**config.mk**
```make
export PLATFORM = sky130hd
export DESIGN_NAME = bounded_ordered_list_engine_top
export DESIGN_NICKNAME = d
export VERILOG_FILES = /design/src/rtl/bole_pkg.sv /design/src/rtl/bole_ram.sv /design/src/rtl/bole_ctrl.sv /design/src/rtl/bounded_ordered_list_engine_top.sv
export SDC_FILE = /design/constraint.sdc
export NUM_CORES = 1
export LEC_CHECK = 0
export ABC_AREA = 1
export BUFFER_PORTS_ARGS = -buffer_cell sky130_fd_sc_hd__buf_2
export CAP_MARGIN = 40
export CELL_PAD_IN_SITES_DETAIL_PLACEMENT = 0
export CELL_PAD_IN_SITES_GLOBAL_PLACEMENT = 2
export CORE_MARGIN = 2
export CORE_UTILIZATION = 44
export DETAILED_ROUTE_END_ITERATION = 8
export PLACE_DENSITY = 0.85
export SLEW_MARGIN = 15
export SYNTH_ARGS = -nofsm -noshare
export SYNTH_HDL_FRONTEND = slang
export SYNTH_SLANG_ARGS = --single-unit
```
**constraint.sdc**
```tcl
create_clock -name clk -period 4.9 [get_ports clk]
set_input_delay 0.245 -clock clk [delete_from_list [all_inputs] [get_ports clk]]
set_output_delay 0.245 -clock clk [all_outputs]
set_load 0.03 [all_outputs]
```
**src/rtl/bole_pkg.sv**
```systemverilog
// Shared types and codes for the bounded ordered list engine.
// No dependencies; used by bole_ctrl and bounded_ordered_list_engine_top.
package bole_pkg;

    localparam logic [2:0] REQ_INS_FRONT = 3'd0;
    localparam logic [2:0] REQ_INS_END   = 3'd1;
    localparam logic [2:0] REQ_INS_POS   = 3'd2;
    localparam logic [2:0] REQ_DEL_FRONT = 3'd3;
    localparam logic [2:0] REQ_DEL_END   = 3'd4;
    localparam logic [2:0] REQ_DEL_POS   = 3'd5;
    localparam logic [2:0] REQ_SEARCH    = 3'd6;
    localparam logic [2:0] REQ_REVERSE   = 3'd7;

    localparam logic [1:0] STAT_OK     = 2'd0;
    localparam logic [1:0] STAT_EMPTY  = 2'd1;
    localparam logic [1:0] STAT_BADPOS = 2'd2;
    localparam logic [1:0] STAT_FULL   = 2'd3;

    typedef struct packed {
        logic [1:0]  status;
        logic [31:0] removed;
        logic        found;
        logic [4:0]  fpos;
        logic [5:0]  total;
    } bole_res_t;

endpackage

```
**src/rtl/bole_ram.sv**
```systemverilog
// Single-port-write, single-port-read synchronous RAM holding the list entries.
// Read data is registered. No dependencies.
module bole_ram #(
    parameter int AW = 5,
    parameter int DW = 32
) (
    input  logic          clk,
    input  logic          we,
    input  logic [AW-1:0] waddr,
    input  logic [DW-1:0] wdata,
    input  logic          re,
    input  logic [AW-1:0] raddr,
    output logic [DW-1:0] rdata
);

    logic [DW-1:0] mem [2**AW];
    logic [DW-1:0] rdata_reg;

    always_ff @(posedge clk)
    begin
        if (we)
        begin
            mem[waddr] <= wdata;
        end
        if (re)
        begin
            rdata_reg <= mem[raddr];
        end
    end

    assign rdata = rdata_reg;

endmodule

```
**src/rtl/bole_ctrl.sv**
```systemverilog
// Request sequencer: circular list addressing (base, direction), entry walks
// through the RAM for shifts and search. Depends on bole_pkg.
module bole_ctrl #(
    parameter int LIST_DEPTH = 32,
    parameter int AW = 5,
    parameter int CW = 6
) (
    input  logic                clk,
    input  logic                rst_n,
    input  logic                in_valid,
    output logic                in_ready,
    input  logic [2:0]          req_type,
    input  logic [31:0]         value,
    input  logic [5:0]          position,
    output logic                res_valid,
    input  logic                out_free,
    output bole_pkg::bole_res_t res,
    output logic                mem_we,
    output logic [AW-1:0]       mem_waddr,
    output logic [31:0]         mem_wdata,
    output logic                mem_re,
    output logic [AW-1:0]       mem_raddr,
    input  logic [31:0]         mem_rdata
);

    localparam int PW = (CW > 6) ? CW : 6;

    localparam logic [2:0] S_IDLE  = 3'd0;
    localparam logic [2:0] S_RUN   = 3'd1;
    localparam logic [2:0] S_DRAIN = 3'd2;
    localparam logic [2:0] S_TAIL  = 3'd3;
    localparam logic [2:0] S_FIN   = 3'd4;

    logic [2:0]    state_reg, state_next;
    logic [AW-1:0] base_reg, base_next;
    logic          dir_reg, dir_next;
    logic [CW-1:0] count_reg, count_next;
    logic [2:0]    kind_reg, kind_next;
    logic [31:0]   val_reg, val_next;
    logic [CW-1:0] pos_reg, pos_next;
    logic [CW-1:0] j_reg, j_next;
    logic [CW-1:0] jend_reg, jend_next;
    logic          down_reg, down_next;
    logic          first_reg, first_next;
    logic          pend_reg, pend_next;
    logic          pfirst_reg, pfirst_next;
    logic [CW-1:0] pidx_reg, pidx_next;
    logic [AW-1:0] pdst_reg, pdst_next;
    logic [1:0]    stat_reg, stat_next;
    logic [31:0]   rem_reg, rem_next;
    logic          fnd_reg, fnd_next;
    logic [CW-1:0] fpos_reg, fpos_next;

    logic [PW-1:0] pos_w;
    logic [PW-1:0] count_w;
    logic          full;
    logic          empty;

    // logical position to RAM address
    function automatic logic [AW-1:0] phys(input logic [AW-1:0] base, input logic dir,
                                           input logic [CW-1:0] idx);
        logic [AW-1:0] off;
        off = idx[AW-1:0];
        return dir ? (base - off) : (base + off);
    endfunction

    assign pos_w   = PW'(position);
    assign count_w = PW'(count_reg);
    assign full    = (count_reg == CW'(LIST_DEPTH));
    assign empty   = (count_reg == '0);

    assign in_ready  = (state_reg == S_IDLE);
    assign res_valid = (state_reg == S_FIN);

    assign res.status  = stat_reg;
    assign res.removed = rem_reg;
    assign res.found   = fnd_reg;
    assign res.fpos    = 5'(fpos_reg);
    assign res.total   = 6'(count_reg);

    always_comb
    begin
        state_next  = state_reg;
        base_next   = base_reg;
        dir_next    = dir_reg;
        count_next  = count_reg;
        kind_next   = kind_reg;
        val_next    = val_reg;
        pos_next    = pos_reg;
        j_next      = j_reg;
        jend_next   = jend_reg;
        down_next   = down_reg;
        first_next  = first_reg;
        pend_next   = 1'b0;
        pfirst_next = pfirst_reg;
        pidx_next   = pidx_reg;
        pdst_next   = pdst_reg;
        stat_next   = stat_reg;
        rem_next    = rem_reg;
        fnd_next    = fnd_reg;
        fpos_next   = fpos_reg;
        mem_we      = 1'b0;
        mem_waddr   = '0;
        mem_wdata   = val_reg;
        mem_re      = 1'b0;
        mem_raddr   = phys(base_reg, dir_reg, j_reg);

        // retire the entry read in the previous cycle
        if (pend_reg)
        begin
            case (kind_reg)
                bole_pkg::REQ_SEARCH:
                begin
                    if (!fnd_reg && (mem_rdata == val_reg))
                    begin
                        fnd_next  = 1'b1;
                        fpos_next = pidx_reg;
                    end
                end
                default:
                begin
                    if (pfirst_reg)
                    begin
                        rem_next = mem_rdata;
                    end
                    else
                    begin
                        mem_we    = 1'b1;
                        mem_waddr = pdst_reg;
                        mem_wdata = mem_rdata;
                    end
                end
            endcase
        end

        unique case (state_reg)
            S_IDLE:
            begin
                if (in_valid)
                begin
                    kind_next  = req_type;
                    val_next   = value;
                    pos_next   = CW'(pos_w);
                    stat_next  = bole_pkg::STAT_OK;
                    rem_next   = '0;
                    fnd_next   = 1'b0;
                    fpos_next  = '0;
                    first_next = 1'b1;
                    down_next  = 1'b0;
                    j_next     = '0;
                    jend_next  = count_reg - CW'(1);
                    state_next = S_FIN;
                    unique case (req_type)
                        bole_pkg::REQ_INS_FRONT:
                        begin
                            if (full)
                            begin
                                stat_next = bole_pkg::STAT_FULL;
                            end
                            else
                            begin
                                base_next  = dir_reg ? (base_reg + AW'(1)) : (base_reg - AW'(1));
                                mem_we     = 1'b1;
                                mem_waddr  = base_next;
                                mem_wdata  = value;
                                count_next = count_reg + CW'(1);
                            end
                        end
                        bole_pkg::REQ_INS_END:
                        begin
                            if (full)
                            begin
                                stat_next = bole_pkg::STAT_FULL;
                            end
                            else
                            begin
                                mem_we     = 1'b1;
                                mem_waddr  = phys(base_reg, dir_reg, count_reg);
                                mem_wdata  = value;
                                count_next = count_reg + CW'(1);
                            end
                        end
                        bole_pkg::REQ_INS_POS:
                        begin
                            if (pos_w > count_w)
                            begin
                                stat_next = bole_pkg::STAT_BADPOS;
                            end
                            else if (full)
                            begin
                                stat_next = bole_pkg::STAT_FULL;
                            end
                            else if (pos_w == count_w)
                            begin
                                mem_we     = 1'b1;
                                mem_waddr  = phys(base_reg, dir_reg, count_reg);
                                mem_wdata  = value;
                                count_next = count_reg + CW'(1);
                            end
                            else
                            begin
                                // shift the tail up, last entry first
                                j_next     = count_reg - CW'(1);
                                jend_next  = CW'(pos_w);
                                down_next  = 1'b1;
                                first_next = 1'b0;
                                state_next = S_RUN;
                            end
                        end
                        bole_pkg::REQ_DEL_FRONT:
                        begin
                            if (empty)
                            begin
                                stat_next = bole_pkg::STAT_EMPTY;
                            end
                            else
                            begin
                                jend_next  = '0;
                                state_next = S_RUN;
                            end
                        end
                        bole_pkg::REQ_DEL_END:
                        begin
                            if (empty)
                            begin
                                stat_next = bole_pkg::STAT_EMPTY;
                            end
                            else
                            begin
                                j_next     = count_reg - CW'(1);
                                state_next = S_RUN;
                            end
                        end
                        bole_pkg::REQ_DEL_POS:
                        begin
                            if (empty)
                            begin
                                stat_next = bole_pkg::STAT_EMPTY;
                            end
                            else if (pos_w >= count_w)
                            begin
                                stat_next = bole_pkg::STAT_BADPOS;
                            end
                            else
                            begin
                                j_next     = CW'(pos_w);
                                state_next = S_RUN;
                            end
                        end
                        bole_pkg::REQ_SEARCH:
                        begin
                            if (empty)
                            begin
                                stat_next = bole_pkg::STAT_EMPTY;
                            end
                            else
                            begin
                                state_next = S_RUN;
                            end
                        end
                        bole_pkg::REQ_REVERSE:
                        begin
                            if (!empty)
                            begin
                                base_next = phys(base_reg, dir_reg, count_reg - CW'(1));
                                dir_next  = !dir_reg;
                            end
                        end
                        default:
                        begin
                        end
                    endcase
                end
            end
            S_RUN:
            begin
                mem_re      = 1'b1;
                pend_next   = 1'b1;
                pfirst_next = first_reg;
                first_next  = 1'b0;
                pidx_next   = j_reg;
                pdst_next   = phys(base_reg, dir_reg,
                                   down_reg ? (j_reg + CW'(1)) : (j_reg - CW'(1)));
                if (j_reg == jend_reg)
                begin
                    state_next = S_DRAIN;
                end
                else
                begin
                    j_next = down_reg ? (j_reg - CW'(1)) : (j_reg + CW'(1));
                end
            end
            S_DRAIN:
            begin
                state_next = S_TAIL;
            end
            S_TAIL:
            begin
                state_next = S_FIN;
                case (kind_reg) inside
                    bole_pkg::REQ_INS_POS:
                    begin
                        mem_we     = 1'b1;
                        mem_waddr  = phys(base_reg, dir_reg, pos_reg);
                        mem_wdata  = val_reg;
                        count_next = count_reg + CW'(1);
                    end
                    bole_pkg::REQ_DEL_FRONT:
                    begin
                        base_next  = phys(base_reg, dir_reg, CW'(1));
                        count_next = count_reg - CW'(1);
                    end
                    bole_pkg::REQ_DEL_END, bole_pkg::REQ_DEL_POS:
                    begin
                        count_next = count_reg - CW'(1);
                    end
                    default:
                    begin
                    end
                endcase
            end
            S_FIN:
            begin
                if (out_free)
                begin
                    state_next = S_IDLE;
                end
            end
            default:
            begin
                state_next = S_IDLE;
            end
        endcase
    end

    always_ff @(posedge clk or negedge rst_n)
    begin
        if (!rst_n)
        begin
            state_reg <= S_IDLE;
            base_reg  <= '0;
            dir_reg   <= 1'b0;
            count_reg <= '0;
            pend_reg  <= 1'b0;
        end
        else
        begin
            state_reg <= state_next;
            base_reg  <= base_next;
            dir_reg   <= dir_next;
            count_reg <= count_next;
            pend_reg  <= pend_next;
        end
    end

    always_ff @(posedge clk)
    begin
        kind_reg   <= kind_next;
        val_reg    <= val_next;
        pos_reg    <= pos_next;
        j_reg      <= j_next;
        jend_reg   <= jend_next;
        down_reg   <= down_next;
        first_reg  <= first_next;
        pfirst_reg <= pfirst_next;
        pidx_reg   <= pidx_next;
        pdst_reg   <= pdst_next;
        stat_reg   <= stat_next;
        rem_reg    <= rem_next;
        fnd_reg    <= fnd_next;
        fpos_reg   <= fpos_next;
    end

endmodule

```
**src/rtl/bounded_ordered_list_engine_top.sv**
```systemverilog
// Top level of the bounded ordered list engine: sequencer, entry RAM, result register.
// Depends on bole_pkg, bole_ram, bole_ctrl.
//
// channel   signals                                    direction
// in        in_valid/in_ready, req_type value position  request in
// out       out_valid/out_ready, status removed_value   result out
//           found found_position entry_total
//
// Insert at front or end, insert at the end position, refused requests and reverse
// go from idle straight to the result state. Deletes, positional insert and search
// walk the entries through S_RUN, S_DRAIN and S_TAIL before the result: the walk
// reads one RAM entry per cycle (single read port), then drains.
// Reset clears the state, base, direction and count; the RAM holds no reset state. A stalled result waits
// in the output register while the next request is already accepted.
module bounded_ordered_list_engine_top #(
    parameter int LIST_DEPTH = 32
) (
    input  logic               clk,
    input  logic               rst_n,
    input  logic               in_valid,
    output logic               in_ready,
    input  logic [2:0]         req_type,
    input  logic signed [31:0] value,
    input  logic [5:0]         position,
    output logic               out_valid,
    input  logic               out_ready,
    output logic [1:0]         status,
    output logic signed [31:0] removed_value,
    output logic               found,
    output logic [4:0]         found_position,
    output logic [5:0]         entry_total
);

    localparam int AW = (LIST_DEPTH > 1) ? $clog2(LIST_DEPTH) : 1;
    localparam int CW = $clog2(LIST_DEPTH + 1);

    bole_pkg::bole_res_t res;
    bole_pkg::bole_res_t out_reg;
    logic                out_valid_reg;
    logic                res_valid;
    logic                out_free;
    logic                mem_we;
    logic [AW-1:0]       mem_waddr;
    logic [31:0]         mem_wdata;
    logic                mem_re;
    logic [AW-1:0]       mem_raddr;
    logic [31:0]         mem_rdata;

    assign out_free = !out_valid_reg || out_ready;

    bole_ctrl #(
        .LIST_DEPTH(LIST_DEPTH),
        .AW(AW),
        .CW(CW)
    ) u_ctrl (
        .clk(clk),
        .rst_n(rst_n),
        .in_valid(in_valid),
        .in_ready(in_ready),
        .req_type(req_type),
        .value(value),
        .position(position),
        .res_valid(res_valid),
        .out_free(out_free),
        .res(res),
        .mem_we(mem_we),
        .mem_waddr(mem_waddr),
        .mem_wdata(mem_wdata),
        .mem_re(mem_re),
        .mem_raddr(mem_raddr),
        .mem_rdata(mem_rdata)
    );

    bole_ram #(
        .AW(AW),
        .DW(32)
    ) u_ram (
        .clk(clk),
        .we(mem_we),
        .waddr(mem_waddr),
        .wdata(mem_wdata),
        .re(mem_re),
        .raddr(mem_raddr),
        .rdata(mem_rdata)
    );

    always_ff @(posedge clk or negedge rst_n)
    begin
        if (!rst_n)
        begin
            out_valid_reg <= 1'b0;
        end
        else if (out_free)
        begin
            out_valid_reg <= res_valid;
        end
    end

    always_ff @(posedge clk)
    begin
        if (out_free && res_valid)
        begin
            out_reg <= res;
        end
    end

    assign out_valid      = out_valid_reg;
    assign status         = out_reg.status;
    assign removed_value  = out_reg.removed;
    assign found          = out_reg.found;
    assign found_position = out_reg.fpos;
    assign entry_total    = out_reg.total;

    a_res_loaded: assert property (@(posedge clk) disable iff (!rst_n)
        res_valid && out_free |=> out_valid)
        else $error("result not loaded into output register");

    a_fail_clean: assert property (@(posedge clk) disable iff (!rst_n)
        out_valid && (status != bole_pkg::STAT_OK) |-> (removed_value == 0) && !found)
        else $error("refused request carries data");

    a_found_ok: assert property (@(posedge clk) disable iff (!rst_n)
        out_valid && found |-> (status == bole_pkg::STAT_OK) && (found_position == 5'(found_position)))
        else $error("hit reported with bad status");

    a_ready_busy: assert property (@(posedge clk) disable iff (!rst_n)
        res_valid |-> !in_ready)
        else $error("request accepted while result pending in sequencer");

endmodule
```
; ---- Word-level counts from Yosys, hierarchy flattened
; Memories as Yosys holds them, arrays and structs flattened. A register that Yosys moved wholly into a read port is not among the register bits.
; Cells that the tools add are included.
[totals]
reg_bits = 170
latchBits = 0
mem_bits_rw = 1024
romBits = 0
in_bits = 45
wordCells = 220
memories = 1
[classes]
addsub = 16
mul = 0
n_div = 0
order_cmp = 2
n_eq_ne = 35
shifts = 0
n_mux = 117
n_bitwise = 2
reduce_logical = 22
[mem_list]
columns = memory, depth, width, read_ports, rd_clocked_by_memory_dff, write_ports, line_no
row1 = u_ram.mem, 32, 32, 1, 1, 1, bole_ram.sv:16  ; logic [DW-1:0] mem [2**AW];
[ops]
columns = operator, count
row1 = 32-bit two-way mux, 14
row2 = 6-bit two-way mux, 26
row3 = 32-bit case mux with 2 select lines, 2
row4 = 5-bit two-way mux, 23
row5 = 6-bit case mux with 2 select lines, 4
row6 = 32-bit equality test, 1
row7 = 5-bit case mux with 2 select lines, 3
row8 = 3-bit two-way mux, 9
row9 = 5-bit adder, 5
row10 = 5-bit subtractor, 5
row11 = "3-bit equality test, second input constant", 8
row12 = 1-bit two-way mux, 24
row13 = "3-bit by 2-bit equality test with 1-bit output, second input constant", 6
row14 = 6-bit case mux with 3 select lines, 1
row15 = "3-bit inequality test, second input constant", 5
row16 = 3-bit case mux with 5 select lines, 1
row17 = 5-bit case mux with 3 select lines, 1
row18 = "6-bit by 1-bit adder with 6-bit output, second input constant", 2
row19 = 6-bit equality test, 2
row20 = "6-bit by 1-bit subtractor with 6-bit output, second input constant", 2
row21 = 3-bit case mux with 3 select lines, 1
row22 = 2-bit two-way mux, 4
row23 = 2-bit case mux with 4 select lines, 1
row24 = 8-bit AND reduction, 1
row25 = other kinds (25), 43

; ---- Logic depth before layout (Yosys ltp)
[depth]
depth_word = 11
depth_mapped = 19
ltp_nobuf = 19

; ---- Modules after synthesis
; Synthesis repeated with hierarchy kept, for this count alone.
[unflattened]
hier_cells = 4741
hier_area_um2 = 52741.8
[modules_own_cells]
columns = mod, instances, cells_each, area_each_um2, seq_area_each_um2
row1 = bole_ram, 1, 3536, 42726.0, 31710.4
row2 = bole_ctrl, 1, 1153, 8589.5, 3173.0
row3 = bounded_ordered_list_engine_top, 1, 52, 1426.4, 1406.3

; ---- Least setup slack after synthesis
; No wires, ideal clock.
[synth_timing]
path_kind = flip-flop to flip-flop
start = register u_ctrl.state_reg[1]
end = memory u_ram.mem[26][0] (enable)
setup_time_ns = 0.421
arrival_ns = 4.041
setup_slack_ns = 0.438
stages_incl_launch_ff = 10
path_buffers = 0
synth_period_minus_slack_ns = 4.462
cell_sequence = dfrtp_1 nor2_2 nand2_2 nor2_2 nand3_1 nand2_1 nand2_1 nand2_2 nand3_4 nor2_1
[synth_via]
elab_chain_len = 4
[synth_lines]
columns = item, line_no
row1 = start: declaration, bole_ctrl.sv:34  ; logic [2:0] state_reg, state_next;
row2 = start signal: assignment, bole_ctrl.sv:348  ; state_reg <= state_next;
row3 = 3-bit by 2-bit equality test with 1-bit output or 3-bit zero test (tied branches), -
row4 = 1-bit case mux with 2 select lines, bole_ctrl.sv:136  ; unique case (state_reg)
row5 = 1-bit two-way mux, bole_ram.sv:21  ; if (we)
row6 = 1-bit two-way mux (implied by the code), bole_ram.sv:23  ; mem[waddr] <= wdata;
row7 = end: declaration, bole_ram.sv:16
; Several ways; a longest one is shown, not always the timed one.

; ---- Worst setup path in the final report
[layout_timing]
start = register u_ctrl.j_reg[0]
end = register u_ram.rdata_reg[31], in the netlist u_ram.rdata[31], read port of u_ram.mem, data pin
[layout_via]
elab_chain_len = 2
[layout_lines]
columns = item, line_no
row1 = start: declaration, bole_ctrl.sv:41  ; logic [CW-1:0] j_reg, j_next;
row2 = start signal: assignment, bole_ctrl.sv:361  ; j_reg <= j_next;
row3 = 5-bit adder or 5-bit subtractor (tied branches), bole_ctrl.sv:64  ; return dir ? (base - off) : (base + off);
row4 = 5-bit two-way mux (*), bole_ctrl.sv:64
row5 = end: declaration, bole_ram.sv:17  ; logic [DW-1:0] rdata_reg;
; Mark *: on every way between the ends. The rest lies on a longest branch, timed or not.
; A chain may end at the register's enable or synchronous reset.

==> results.toml <==
[die]
die_y_um = 344.4
io-pin-count = 93
core_mm2 = 0.1147
row_count = 124
dieArea_mm2 = 0.1186
start_util_pct = 44.46
dieWidth_um = 344.4

[routing]
wl_per_cell_um = 24.68
ant_nets = 0
drt-total-wl_um = 147300
via_per_inst = 5.734
drt-pass1-iter-count = 5
vias = 34220
drc = 0
drt_iter0_drc = 3906

[yosys]
synth.distinct_cells = 56
netlist_area_mm2 = 0.05097
ys_seq_area_share_pct = 71.19
syn_avg_cell_area_um2 = 12.15
synth_edf_count = 1169
netlist_instances = 4194
ys_ff_latch = 1224
synth_async_sr_flop_share_pct = 1.389
synth.net_count = 4282
synthFlopType = "edfxtp_1"
yosys_warnings = 0

[clock_tree]
clkTransAtPathRegs_ns = 0.06
h-tree-depth = 4
cts_buffers = 130
cts_buffer_depth = 3
cts_sinks = 1224
cts_tree = "done"
clock_latency_ns = 0.75
clk_root_buffer_cell = "clkbuf_16"

[sta]
slew_violations = 0
fin_ws_ns = 0.5953
rsz0062_at_grt = "no"
period_minus_slack_ns = 4.305
worst_clock_skew_ns = 0.02490
tns_ns = 0
final-hold-violation-count = 0
max_slew_margin_pct = 42.55
fmax_mhz = 232.3
tightest_slew_ns = 0.8618
setup_violations = 0
min_period_over_period_pct = 87.85

[placed_design]
dp_hpwl_um = 83000
dpl_cell_area_mm2 = 0.05440
routabilityCongestion = 0.8145
dp_worst_setup_slack_ns = 0.6441
io_buffers = 92

[global_routing]
grt_overflow = 0
grt_max_degree = 186
grt_pass1_wl_um = 215700
grt_pass1_vias = 32560
antenna_found_initial = 7
grt_usage_pct = 24.75

[layout]
regMostFlops = "u_ram.mem"
post-route-util_pct = 51.52
postLayoutCellArea_mm2 = 0.05907
most-common-layout-cells = "edfxtp_1 (1169), nor2_1 (746), o21ai_0 (613)"
final_common_cell = "edfxtp_1"
largest_reg_flops = 1024
fin_nets = 4445
area_growth_pct = 15.88
drive_gt1_share_pct = 12.68

[critical_path]
crit_start = "u_ctrl.j_reg[0]$_DFFE_PP_"
reg2reg_from = "u_ctrl.j_reg[0]$_DFFE_PP_"
slowest_delay_ns = 0.83
cp.required_ns = 5.38
r2r_end = "u_ram.rdata[31]$_DFFE_PP_"
slowest_stage = "fa_4"
critPathMaxFanout = 53
crit_path_cell_trace = "inv_1 -> ha_1 -> o21ai_0 -> inv_1 -> fa_4 -> inv_8 -> buf_4 -> nor2_1 -> o21ai_0 -> a21oi_1 -> a21oi_1 -> nand2_1 -> nand3_1 -> o21ai_1"
crit_arrival_ns = 4.78
worstSetupEndpointType = "flip-flop"
r2r_setup_slack_ns = 0.60
rr_worst_depth = 14
worstSetupPathType = "reg -> reg"
endpoint = "u_ram.rdata[31]$_DFFE_PP_"
start_kind = "flip-flop"

[min_path]
whs_path_depth = 2
hp-class = "in -> reg"

[job]
drv_cap = 0

[outcome]
status = "complete, no violations"
[cell type report]
| cell class | count | area [um2] |
|---|---|---|
| Antenna cell | 1 | 2.502 |
| Clock buffer | 161 | 3570 |
| Clock inverter | 69 | 631.9 |
| Fill cell | 9749 | 55590 |
| Inverter | 164 | 646.9 |
| Multi-Input combinational cell | 2555 | 13390 |
| Sequential cell | 1224 | 36290 |
| Tap cell | 1512 | 1892 |
| Timing Repair Buffer | 282 | 2646 |
[critical path: cells and delay by family, from the launching register on]
family / cells / cell delay [ns]
buffers and inverters: 4 / 1.10
and+or+nand+nor: 3 / 0.31
DFF: 1 / 0.56
adders and majority gates: 2 / 1.19
AOI/OAI and AO/OA: 5 / 0.83
[kinds of logic (layout without fill, tap and decap cells)]
logic type               Yosys count  count (layout)  share of synthesized area (%)
buffers and inverters            415             676                          3.444
flip-flops                      1224            1224                          71.19
XOR/XNOR                          57              57                          1.046
other                              0               1                              0
adder cells (fa/ha/maj)           43              43                          1.129
AO/OA/AOI/OAI                   1129            1129                          12.37
AND/OR/NAND/NOR                 1326            1326                          10.82
[routing by layer]
layer	vias to the layer above	wire [um]	track usage [%]
li1	15600	-	-
met1	16940	62970	34.89
met3	214	11880	4.012
met5	-	0	0
met4	0	3492	7.047
met2	1459	68970	39.78
[what timing repair did]
item                      in CTS  in global routing
hold endpoints to repair      66                  0
setup buffers                  0                  0
resized for setup              0                  0
hold buffers                  46                  0
[through the flow]
stage	std cells	hold slack, ns
floorplan	4194	-0.05059
global placement	5684	0.2638
detailed placement	5691	0.2575
CTS	5967	0.2116
global route	5967	0.2477
finish	5968	0.2515
[synth_stat cells, types with 20 or more instances]
| cell | count | area, um2 |
|---|---|---|
| a21oi_1 | 188 | 940.9 |
| o221ai_1 | 83 | 727.0 |
| nand3_1 | 124 | 620.6 |
| a31oi_1 | 36 | 225.2 |
| nor2_1 | 777 | 2917 |
| inv_1 | 148 | 555.5 |
| nand2_1 | 337 | 1265 |
| clkbuf_1 | 131 | 491.7 |
| edfxtp_1 | 1169 | 35100 |
| xor2_1 | 31 | 271.5 |
| buf_2 | 79 | 395.4 |
| buf_1 | 20 | 75.07 |
| o22ai_1 | 134 | 838.3 |
| o21ai_0 | 620 | 3103 |
| dfxtp_1 | 38 | 760.7 |
| o21ai_1 | 36 | 180.2 |
| ha_1 | 38 | 475.5 |
| xnor2_1 | 23 | 201.4 |
[worst min-delay path by stage]
stage	from	end	slack, ns
after floorplan	rst_n	out_valid$_DFFE_PN0P_	-0.05
after global placement	rst_n	u_ctrl.count_reg[3]$_DFFE_PN0P_	0.26
after detailed placement	rst_n	u_ctrl.count_reg[3]$_DFFE_PN0P_	0.26
after CTS	value[11]	u_ctrl.val_reg[11]$_DFFE_PP_	0.21
after global routing	value[11]	u_ctrl.val_reg[11]$_DFFE_PP_	0.25
final	value[11]	u_ctrl.val_reg[11]$_DFFE_PP_	0.25
Power is left out: the tool's default activity adds up to more than one toggle a clock period on the data nets, which glitch-free logic cannot reach.
